### src/hw/rtl/esckm_pkg.sv
// esckm_pkg: shared types and codes for the escape sequence keycode matcher
// item and result structs, table entry layout, command and result kinds
// no dependencies
`default_nettype none

package esckm_pkg;

    localparam int PATTERN_MAX = 5;
    localparam int PADDR_W     = 3;

    localparam logic [2:0] LEN_MAX = 3'd5;
    localparam logic [1:0] CNT_MAX = 2'd2;

    localparam logic CMD_LOAD = 1'b0;
    localparam logic CMD_KEY  = 1'b1;

    localparam logic KIND_KEY = 1'b0;
    localparam logic KIND_ERR = 1'b1;

    localparam logic [0:0] REG_ENTRIES_IN_USE = 1'b0;

    typedef struct packed {
        logic       cmd;
        logic [6:0] entry_index;
        logic [7:0] pattern_byte0;
        logic [7:0] pattern_byte1;
        logic [7:0] pattern_byte2;
        logic [7:0] pattern_byte3;
        logic [7:0] pattern_byte4;
        logic [2:0] pattern_length;
        logic [1:0] keycode_count;
        logic [7:0] first_keycode;
        logic [7:0] second_keycode;
        logic [7:0] key_byte;
    } in_item_t;

    typedef struct packed {
        logic       result_kind;
        logic [7:0] keycode;
        logic       last_of_run;
    } out_item_t;

    typedef struct packed {
        logic [PATTERN_MAX-1:0][7:0] pattern;
        logic [2:0]                  length;
        logic [7:0]                  key1;
        logic [7:0]                  key0;
        logic [1:0]                  count;
    } entry_t;

endpackage

`default_nettype wire

### src/hw/rtl/esckm_apb.sv
// esckm_apb: configuration register file behind an apb-style port
// holds entries_in_use; uses esckm_pkg
`default_nettype none

module esckm_apb (
    input  wire logic                         aclk,
    input  wire logic                         aresetn,
    input  wire logic                         psel,
    input  wire logic                         penable,
    input  wire logic                         pwrite,
    input  wire logic [esckm_pkg::PADDR_W-1:0] paddr,
    input  wire logic [31:0]                  pwdata,
    output logic      [31:0]                  prdata,
    output logic                              pready,
    output logic      [7:0]                   entries_in_use
);
    import esckm_pkg::*;

    logic [7:0] entries_reg;
    logic       sel_entries;

    assign sel_entries    = (paddr[2] == REG_ENTRIES_IN_USE);
    assign pready         = 1'b1;
    assign entries_in_use = entries_reg;
    assign prdata         = sel_entries ? {24'd0, entries_reg} : 32'd0;

    always_ff @(posedge aclk) begin
        if (!aresetn) begin
            entries_reg <= 8'd0;
        end else if (psel && penable && pwrite && sel_entries) begin
            entries_reg <= pwdata[7:0];
        end
    end

endmodule

`default_nettype wire

### config.mk
export PLATFORM = sky130hd
export DESIGN_NAME = esckm_apb
export DESIGN_NICKNAME = d
export VERILOG_FILES = /design/src/hw/rtl/esckm_pkg.sv /design/src/hw/rtl/esckm_apb.sv
export SDC_FILE = /design/constraint.sdc
export NUM_CORES = 1
export LEC_CHECK = 0
export BUFFER_PORTS_ARGS = -buffer_cell sky130_fd_sc_hd__buf_2
export CAP_MARGIN = 15
export CORE_ASPECT_RATIO = 1.2
export CORE_UTILIZATION = 30
export DETAILED_ROUTE_END_ITERATION = 7
export PLACE_DENSITY_LB_ADDON = 0.3
export SKIP_LAST_GASP = 1
export SYNTH_ARGS = -nofsm -noshare
export SYNTH_HDL_FRONTEND = slang
export SYNTH_SLANG_ARGS = --single-unit
### constraint.sdc
create_clock -name aclk -period 1 [get_ports aclk]
set_input_delay 0.2 -clock aclk [delete_from_list [all_inputs] [get_ports aclk]]
set_output_delay 0.2 -clock aclk [all_outputs]
set_load 0.02 [all_outputs]
## After elaboration in Yosys (flattened, before gate mapping)

Cells that the tools add are included.
Widths: inputs -> output; s select.

- Bits in registers: 8
- Word-level logic and storage cells: 6
- Input bits: 40
- Output and inout port bits: 41

- Mux-type cells: 1
- Reductions and logical operators: 3
- Bitwise gates (word level): 1

Operators by type and width:

| kind | count |
|---|---|
| $mux 8 | 1 |
| $logic_and 1x1->1 | 3 |
| $not 1->1 | 1 |

## Longest topological paths before layout

- Word-level depth: 3
- Depth in mapped cells: 4
- Mapped depth without buffers: 2

## Worst setup path after synthesis

Ideal clock, no wire load.

- Kind: flip-flop to output port
- From: register entries_reg[0], in the netlist entries_in_use[0]
- To: output port prdata[0]
- Arrival: 666 ps
- Setup slack: 134 ps
- Buffers on the path: 0
- Cell stages (with the launch flop): 2
- Data required time: 800 ps
- Cells stage by stage: dfxtp_1 > and2b_2

- Longest elaborated chain between the ends: 1

RTL lines:

| what | RTL line | source |
|---|---|---|
| start: declaration | esckm_apb.sv:19 | `logic [7:0] entries_reg;` |
| start signal: assignment | esckm_apb.sv:31 | `entries_reg <= pwdata[7:0];` |
| $mux 8 | esckm_apb.sv:25 | `assign prdata = sel_entries ? {24'd0, entries_reg} : 32'd0;` |
| end: declaration | esckm_apb.sv:13 | `output logic [31:0] prdata,` |

No other way between the ends.

## Worst setup path after layout

- From: register entries_reg[4], in the netlist entries_in_use[4]
- To: output port prdata[4]

The elaborated chain is that of the path after synthesis.

==> qor.csv <==
metric,value,unit
largest net degree at the start of global routing,17,
die area,2170,sq um
Post-Route WL,1210,um
fin util,49.5,%
antenna violations before repair,0,
global-route wire length before repair,1700,um
Yosys warning count,0,
Final HPWL DP,770,um
crit end category,primary output,
achievable frequency,0.915,GHz
crit path launch type,flip-flop,
Worst VDD drop,0.519,mV
total track usage,10.6,%
worst r2r src,entries_in_use[5]$_SDFFE_PN0P_,
fin cells,133,
Netlist cell types,10,
die width,42.7,um
clock root buffer,clkbuf_4,
Area Growth Syn to Fin,53.5,%
CP Launch Point,entries_in_use[4]$_SDFFE_PN0P_,
Setup CP Type,reg -> out,
Leakage,0.499,nW
min-delay worst type,in -> reg,
CTS tree,done,
Worst path slowest cell,dfxtp_2,
Placed Cells,118,
Worst Skew,0,ns
Cell Rows,17,
clock latency on the worst-skew pair,0.25,ns
FILL cells,204,
Initial Util,32.3,%
Hold Fails Final Rpt,0,
layout cells sized above 1,56.1,%
Port-buffer cells,29,
"antenna viol nets, final",0,
routability congestion estimate,0.632,
Max Cap Viol,0,
#FFs+latches synth,8,
drt via density,3.95,
Mapped Area,597,sq um
failing checks,setup timing,
DRC,0,
DR WL/cell,9.11,um
Syn Area/Cell,8.41,sq um
Die Y,50.9,um
crit-path max FO,2,
DR pass1 iterations,4,
CP cell instances,"and2b_2, buf_6",
CTS sink cnt,8,
"most common cell after layout, fill and taps aside",conb_1,
Post-Syn Instances,71,
# nets final,156,
final worst slack,-0.0931,ns
RSZ-0062 raised after global routing,yes,
"Min Clock Period, post-route",1.09,ns
Pwr Density,868,nW/um^2
Iteration-0 DRC Markers,3,
max-slew violation count,0,
sequential-to-total area share from yosys stat,26.8,%
period utilisation layout,109,%
Vias,525,
CTS Buffer Depth,2,
status,"finished, violations left",
grt ovf,0,
clock buffer count from CTS,3,
Worst Path Arrival,0.89,ns
worst path required time,0.80,ns
max reg flops,8,
# diodes,0,
hold path start,pwdata[7],
"Setup violations, final",9,
clock slew at reported path FFs,0.06,ns
CORE AREA,1850,sq um
H-tree Lvls,1,
number of global-route vias before repair,393,
"slowest stage delay, CP",0.32,ns
CTS hold repair buffers,0,
Top Ports,81,
"commonest cells after routing, fill and taps aside","conb_1 (25), buf_6 (22), nand2_1 (16)",
[logic make-up after synthesis]
family	Yosys count	share of synthesized area, %
buffers and inverters	28	35.0
flip-flops	8	26.8
multiplexers	8	13.4
other	2	1.26
AND/OR/NAND/NOR	25	23.5
[cells in the mapped netlist (all sizes together)]
master	number	share of area [%]
and2b	8	12
and4b	1	1.7
buf	27	34
clkbuf	1	0.84
conb	2	1.3
dfxtp	8	27
mux2i	8	13
nand2	16	10
[repair_timing]
item                       4_1_cts  5_1_grt
hold endpoints to repair         0        0
setup endpoints to repair        8       15
buffers inserted                 7        5
gates resized for setup         24       21
[worst max-delay path, delay by kind of cell, from the launching register on]
kind                   cells  cell delay [ns]
and+or+nand+nor            1             0.20
buffers and inverters      1             0.13
DFF                        1             0.32
[final timing paths]
| check | depth (start not counted) | end | slack, ns |
|---|---|---|---|
| setup reg to reg | 4 | entries_in_use[5]$_SDFFE_PN0P_ | 0.21 |
| hold reg to reg | 2 | entries_in_use[3]$_SDFFE_PN0P_ | 0.47 |
| setup / recovery | 2 | prdata[4] | -0.09 |
| hold / removal | 3 | entries_in_use[7]$_SDFFE_PN0P_ | 0.18 |
[per-layer routing]
| layer | routed length (um) | share of wire (%) | vias to the layer above | global-route usage, % |
|---|---|---|---|---|
| met4 | 19 | 1.6 | 0 | 6.25 |
| met2 | 618 | 51 | 36 | 17.2 |
| met1 | 467 | 39 | 229 | 12.0 |
| li1 | - | - | 258 | - |
| met5 | 0 | 0 | - | 0 |
| met3 | 106 | 8.8 | 2 | 3.53 |
[through the flow]
step	power, mW	TNS, ns	hold WS, ns	area [sq um]	setup WS [ns]
floorplan	0.545	0	0.342	683	0.134
global placement	0.515	-0.0677	0.449	673	-0.0154
detailed placement	0.516	-0.0804	0.452	673	-0.0177
CTS	0.787	-1.01	0.173	808	-0.0948
global route	0.845	-1.12	0.180	916	-0.129
finish	0.795	-0.673	0.179	916	-0.0931
[cell type report]
| class | count | area, sq um | share of cell area (%) |
|---|---|---|---|
| Timing Repair Buffer | 45 | 385 | 42.1 |
| Multi-Input combinational cell | 58 | 314 | 34.3 |
| Clock buffer | 3 | 22.5 | 2.46 |
| Tap cell | 19 | 23.8 | 2.60 |
| Sequential cell | 8 | 170 | 18.6 |
[where the power goes]
group | total (mW) | internal (mW) | leakage [nW] | switching [mW]
registers | 0.331 | 0.327 | 0.0686 | 0.00429
logic | 0.214 | 0.0757 | 0.417 | 0.138
clock network | 0.250 | 0.138 | 0.0138 | 0.112
total | 0.795 | 0.540 | 0.499 | 0.255
(Power assumes the default switching activity.)
