`src/hw/rtl/esckm_pkg.sv`:
```
// esckm_pkg: shared types and codes for the escape sequence keycode matcher
// item and result structs, table entry layout, command and result kinds
// no dependencies
`default_nettype none

package esckm_pkg;

    localparam int PATTERN_MAX = 5;
    localparam int PADDR_W     = 3;

    localparam logic [2:0] LEN_MAX = 3'd5;
    localparam logic [1:0] CNT_MAX = 2'd2;

    localparam logic CMD_LOAD = 1'b0;
    localparam logic CMD_KEY  = 1'b1;

    localparam logic KIND_KEY = 1'b0;
    localparam logic KIND_ERR = 1'b1;

    localparam logic [0:0] REG_ENTRIES_IN_USE = 1'b0;

    typedef struct packed {
        logic       cmd;
        logic [6:0] entry_index;
        logic [7:0] pattern_byte0;
        logic [7:0] pattern_byte1;
        logic [7:0] pattern_byte2;
        logic [7:0] pattern_byte3;
        logic [7:0] pattern_byte4;
        logic [2:0] pattern_length;
        logic [1:0] keycode_count;
        logic [7:0] first_keycode;
        logic [7:0] second_keycode;
        logic [7:0] key_byte;
    } in_item_t;

    typedef struct packed {
        logic       result_kind;
        logic [7:0] keycode;
        logic       last_of_run;
    } out_item_t;

    typedef struct packed {
        logic [PATTERN_MAX-1:0][7:0] pattern;
        logic [2:0]                  length;
        logic [7:0]                  key1;
        logic [7:0]                  key0;
        logic [1:0]                  count;
    } entry_t;

endpackage

`default_nettype wire

```
`src/hw/rtl/esckm_out_queue.sv`:
```
// esckm_out_queue: two-slot result queue in front of the result channel
// loaded with all results of one key byte at once; uses esckm_pkg
`default_nettype none

module esckm_out_queue (
    input  wire logic                  aclk,
    input  wire logic                  aresetn,
    input  wire logic                  load,
    input  wire logic [1:0]            load_cnt,
    input  wire esckm_pkg::out_item_t  item0,
    input  wire esckm_pkg::out_item_t  item1,
    output logic                       empty,
    output logic                       m_valid,
    input  wire logic                  m_ready,
    output esckm_pkg::out_item_t       m_item
);
    import esckm_pkg::*;

    logic [1:0] count_reg;
    out_item_t  slot0_reg;
    out_item_t  slot1_reg;
    logic       pop;

    assign empty   = (count_reg == 2'd0);
    assign m_valid = !empty;
    assign m_item  = slot0_reg;
    assign pop     = m_valid && m_ready;

    always_ff @(posedge aclk) begin
        if (!aresetn) begin
            count_reg <= 2'd0;
        end else if (load) begin
            count_reg <= load_cnt;
        end else if (pop) begin
            count_reg <= count_reg - 2'd1;
        end
    end

    always_ff @(posedge aclk) begin
        if (load) begin
            slot0_reg <= item0;
            slot1_reg <= item1;
        end else if (pop) begin
            slot0_reg <= slot1_reg;
        end
    end

`ifndef ASSERT_OFF
    a_load_empty: assert property (@(posedge aclk) disable iff (!aresetn)
        load |-> (count_reg == 2'd0) && (load_cnt != 2'd0))
        else $error("result queue loaded while not empty or with no results");
`endif

endmodule

`default_nettype wire

```
`config.mk`:
```
export PLATFORM = sky130hd
export DESIGN_NAME = esckm_out_queue
export DESIGN_NICKNAME = d
export VERILOG_FILES = /design/src/hw/rtl/esckm_pkg.sv /design/src/hw/rtl/esckm_out_queue.sv
export SDC_FILE = /design/constraint.sdc
export NUM_CORES = 1
export LEC_CHECK = 0
export BUFFER_PORTS_ARGS = -buffer_cell sky130_fd_sc_hd__buf_4
export CORE_UTILIZATION = 40
export DETAILED_ROUTE_END_ITERATION = 6
export GPL_TIMING_DRIVEN = 0
export PLACE_DENSITY = 0.81
export SYNTH_ARGS = -nofsm -noshare
export SYNTH_HDL_FRONTEND = slang
export SYNTH_SLANG_ARGS = --single-unit
```
`constraint.sdc`:
```
create_clock -name aclk -period 1.7 [get_ports aclk]
set_clock_uncertainty 0.2 [all_clocks]
set_input_delay 0.255 -clock aclk [delete_from_list [all_inputs] [get_ports aclk]]
set_output_delay 0.255 -clock aclk [all_outputs]
set_load 0.005 [all_outputs]
```
# == After elaboration in Yosys (flattened, before gate mapping) ==
# Cells that the tools add are included.
# op_classes
n_addsub,1
mul,0
n_div,0
magnitude_cmp,0
n_eq_ne,0
shift,0
n_mux,4
n_bitwise,0
reduce_logical,4
# ops
operator,count
$mux 10,2
$mux 2,2
$logic_not 2->1,1
$reduce_bool 2->1,1
$sub 2x1->2 const B,1
$logic_and 1x1->1,1
$logic_not 1->1,1
# totals
ff_bits,22
latch_bits,0
ram_bits,0
rom_bits,0
inputBits,26
output_inout_bits,12
elab_cells,16
n_memories,0

# == Logic depth before layout (Yosys ltp) ==
# logic_depth
ltp_word,5
depth_mapped,5
mapped_depth_nobuf,5

# == Worst setup path before layout ==
# No wires, ideal clock.
# synth_timing
kind,register -> register
from,register count_reg[0]
to,"register slot0_reg, in the netlist m_item[0] (enable)"
setup_ns,0.341
arrival_ns,1.046
required_time_ns,1.159
slack_ns,0.113
stages_incl_launch_ff,5
path_buffers,0
synth_period_minus_slack_ns,1.587
path_cell_list,dfxtp_1 inv_1 ha_1 nor2b_4 or2_1
# synth_between
elab_chain_cells,4
# synth_rtl
item,line,text
"start, declared",esckm_out_queue.sv:19,logic [1:0] count_reg;
"start signal, assigned",esckm_out_queue.sv:33,count_reg <= load_cnt;
"start signal, assigned",esckm_out_queue.sv:35,count_reg <= count_reg - 2'd1;
$logic_not 2->1,esckm_out_queue.sv:24,assign empty = (count_reg == 2'd0);
net empty,esckm_out_queue.sv:12,"output logic empty,"
$logic_not 1->1,esckm_out_queue.sv:25,assign m_valid = !empty;
$logic_and 1x1->1,esckm_out_queue.sv:27,assign pop = m_valid && m_ready;
$reduce_bool 2->1 (no source line),n/a,
"end signal, assigned",esckm_out_queue.sv:41,slot0_reg <= item0;
"end signal, assigned",esckm_out_queue.sv:44,slot0_reg <= slot1_reg;
"end, declared",esckm_out_queue.sv:20,out_item_t slot0_reg;
# The timed path passes the listed nets, and every way through them passes these cells.
# A chain may end at the register's enable or synchronous reset.

# == Worst setup path after layout ==
# layout_timing
from,register count_reg[0]
to,output port m_valid
# layout_between
elab_chain_cells,2
# layout_rtl
item,line,text
$logic_not 2->1,esckm_out_queue.sv:24,
$logic_not 1->1,esckm_out_queue.sv:25,
"end, declared",esckm_out_queue.sv:13,"output logic m_valid,"
# No other way between the ends.

==> results.sh <==
export IMPL_area_sequential_um2=640.6
export IMPL_grt_use_total_pct=14.54
export IMPL_drv_slew=0
export IMPL_synth_largest_area_cell="edfxtp_1"
export IMPL_worstPathArrival_ps=1130
export IMPL_fin_nets=128
export IMPL_place_hpwl_um=1067
export IMPL_area_growth_pct=54.87
export IMPL_cts_max_level=1
export IMPL_cp_end_kind="output pin"
export IMPL_worst_pin_slew_ps=192.3
export IMPL_start_util_pct=43.87
export IMPL_synth_seq_cells=22
export IMPL_hold_viol_final=0
export IMPL_first_pass_iters=4
export IMPL_core_um2=2022
export IMPL_syn_instance_count=47
export IMPL_synth_top_area_share_pct=67.70
export IMPL_finalWorstPathRequiredPeriod_ps=1590
export IMPL_hold_slack_ps=23.93
export IMPL_grt_overflow_total=0
export IMPL_cts_buffers=3
export IMPL_multiInputGateArea_um2=222.7
export IMPL_wirelength_um=1599
export IMPL_post_cts_buffers=0
export IMPL_port_buffers=37
export IMPL_synth_area_um2=887.1
export IMPL_rsz0062_at_grt="false"
export IMPL_total_power_mw=1.248
export IMPL_cts_sinks=22
export IMPL_drive_gt1_share_pct=54.00
export IMPL_gp_congestion=0.6400
export IMPL_grt_pass1_vias=553
export IMPL_diodes=0
export IMPL_netlist_top_cells_area="edfxtp_1, mux2_4, dfxtp_1"
export IMPL_num_fill_cells=140
export IMPL_hold_depth=3
export IMPL_antenna_found_initial=0
export IMPL_chipWidth_um=49.10
export IMPL_post_route_util_pct=67.95
export IMPL_worstSkewPairLatency_ps=310
export IMPL_grt_max_degree=15
export IMPL_drcViolationCount=0
export IMPL_grt_pass1_wl_um=2449
export IMPL_ys_seq_area_share_pct=72.21
export IMPL_drt_initial_drc_count=3
export IMPL_hold_path_class="in2reg"
export IMPL_start_kind="flip-flop"
export IMPL_rows=16
export IMPL_die_area_um2=2410
export IMPL_crit_type="reg2out"
export IMPL_cts_buffer_depth=2
export IMPL_ys_warn_count=0
export IMPL_synth_fp_nets=74
export IMPL_setup_viol=0
export IMPL_reg2reg_from="count_reg[0]"
export IMPL_power_density_nw_per_um2=908.7
export IMPL_synth_cell_types=16
export IMPL_finalCritPeriodShare_pct=93.52
export IMPL_leakagePower_nw=0.5944
export IMPL_peakVddDrop_uv=553.5
export IMPL_min_from="load_cnt[0]"
export IMPL_cp_max_fo=4
export IMPL_antenna_left=0
export IMPL_post_drt_wl_per_cell_um=12.59
export IMPL_die_h_um=49.10
export IMPL_status="finished clean"
export IMPL_r2r_slack_ps=170
export IMPL_required_ps=1240
export IMPL_ioPinCount=38
export IMPL_worst_setup_hold_path_clk_slew_ps=110
export IMPL_cts_root_buf="clkbuf_4"
export IMPL_slew_headroom_pct=87.18
export IMPL_worstReg2RegEnd="m_item[6]"
export IMPL_min_to="count_reg[0]"
export IMPL_reg2reg_depth=4
export IMPL_vias_per_cell=4.472
export IMPL_fmax_mhz=629.0
export IMPL_dr_total_vias=568
export IMPL_syn_avg_cell_area_um2=18.87
export IMPL_maxCapViolCount=0
export IMPL_cts_tree="built"
metal layers:
layer / wire, um / up-vias / GRT usage [%] / part of all wire [%]
li1: - / 280 / - / -
met1: 608 / 261 / 15.99 / 38
met2: 882 / 23 / 24.43 / 55
met3: 83 / 4 / 4.361 / 5.2
met4: 25 / 0 / 8.824 / 1.6
met5: 0 / - / 0 / 0
worst max path at each step:
stage | depth (start not counted) | from | slack, ps | endpoint
finish | 4 | count_reg[0] | 110 | m_valid
floorplan | 4 | count_reg[0] | 110 | m_item[0]
detailed placement | 4 | count_reg[0] | -50 | m_item[5]
global route | 4 | count_reg[0] | 20 | m_valid
CTS | 4 | count_reg[0] | 100 | m_valid
global placement | 4 | count_reg[0] | 3 | m_item[5]
layout make-up:
cell class | count | area share [%]
multi-input cells | 20 | 16.21
repair buffers | 49 | 28.96
flip-flops and latches | 22 | 46.63
clock inverters | 1 | 2.186
clock buffers | 3 | 1.639
well taps | 27 | 2.459
plain buffers | 1 | 0.8197
inverters | 4 | 1.093
layout by cell type (no fill, tap or decap), drive strengths merged, types with 2 or more instances in the layout:
cell type    count
buf             38
clkbuf           3
dfxtp            2
dlygate4sd3     12
edfxtp          20
inv              4
mux2            10
cells in the mapped netlist:
cell type and number:
or2_1 1, a21boi_1 1, dfxtp_1 2, mux2_4 8, ha_1 1, xnor2_1 1
nand3b_1 1, inv_1 4, nand2_1 1, edfxtp_1 20, mux2_2 2, buf_6 1
a21oi_1 1, o211ai_1 1, nor2b_4 1, o21ai_0 1
cell families after synthesis:
kind of cell               Yosys count  synth area share (%)
DFF                                 22                 72.22
buffers and inverters                5                 2.961
muxes                               10                 16.08
and+or+nand+nor                      4                 3.526
AOI/OAI and AO/OA                    4                 2.820
adders and majority gates            1                 1.410
xor gates and xnor gates             1                0.9875
worst max-delay path, stage by stage, from the launching register on:
cell	delay, ps
dfxtp_1	360
inv_1	50
ha_1	250
inv_1	70
buf_4	100
power by group:
group | internal [mW] | total, mW | switching (mW)
Clock | 0.238 | 0.391 | 0.153
Sequential | 0.645 | 0.659 | 0.0141
Combinational | 0.133 | 0.198 | 0.0650
Total | 1.02 | 1.25 | 0.232
timing repair:
item                                   in CTS  in global routing
hold buffers                               11                  1
endpoints found under the hold margin      11                  1
gates resized for setup                     1                  0
setup endpoints to repair                  10                  0
metrics by stage:
step	TNS, ps	setup slack (ps)	std cells	area [um^2]
after floorplan	0	113.3	47	887.1
after global placement	0	2.609	111	1199
after detailed placement	-481.8	-48.41	111	1199
after CTS	0	99.10	126	1364
after global routing	0	20.05	127	1374
final	0	110.1	127	1374
Power figures use the tool's default switching activity.
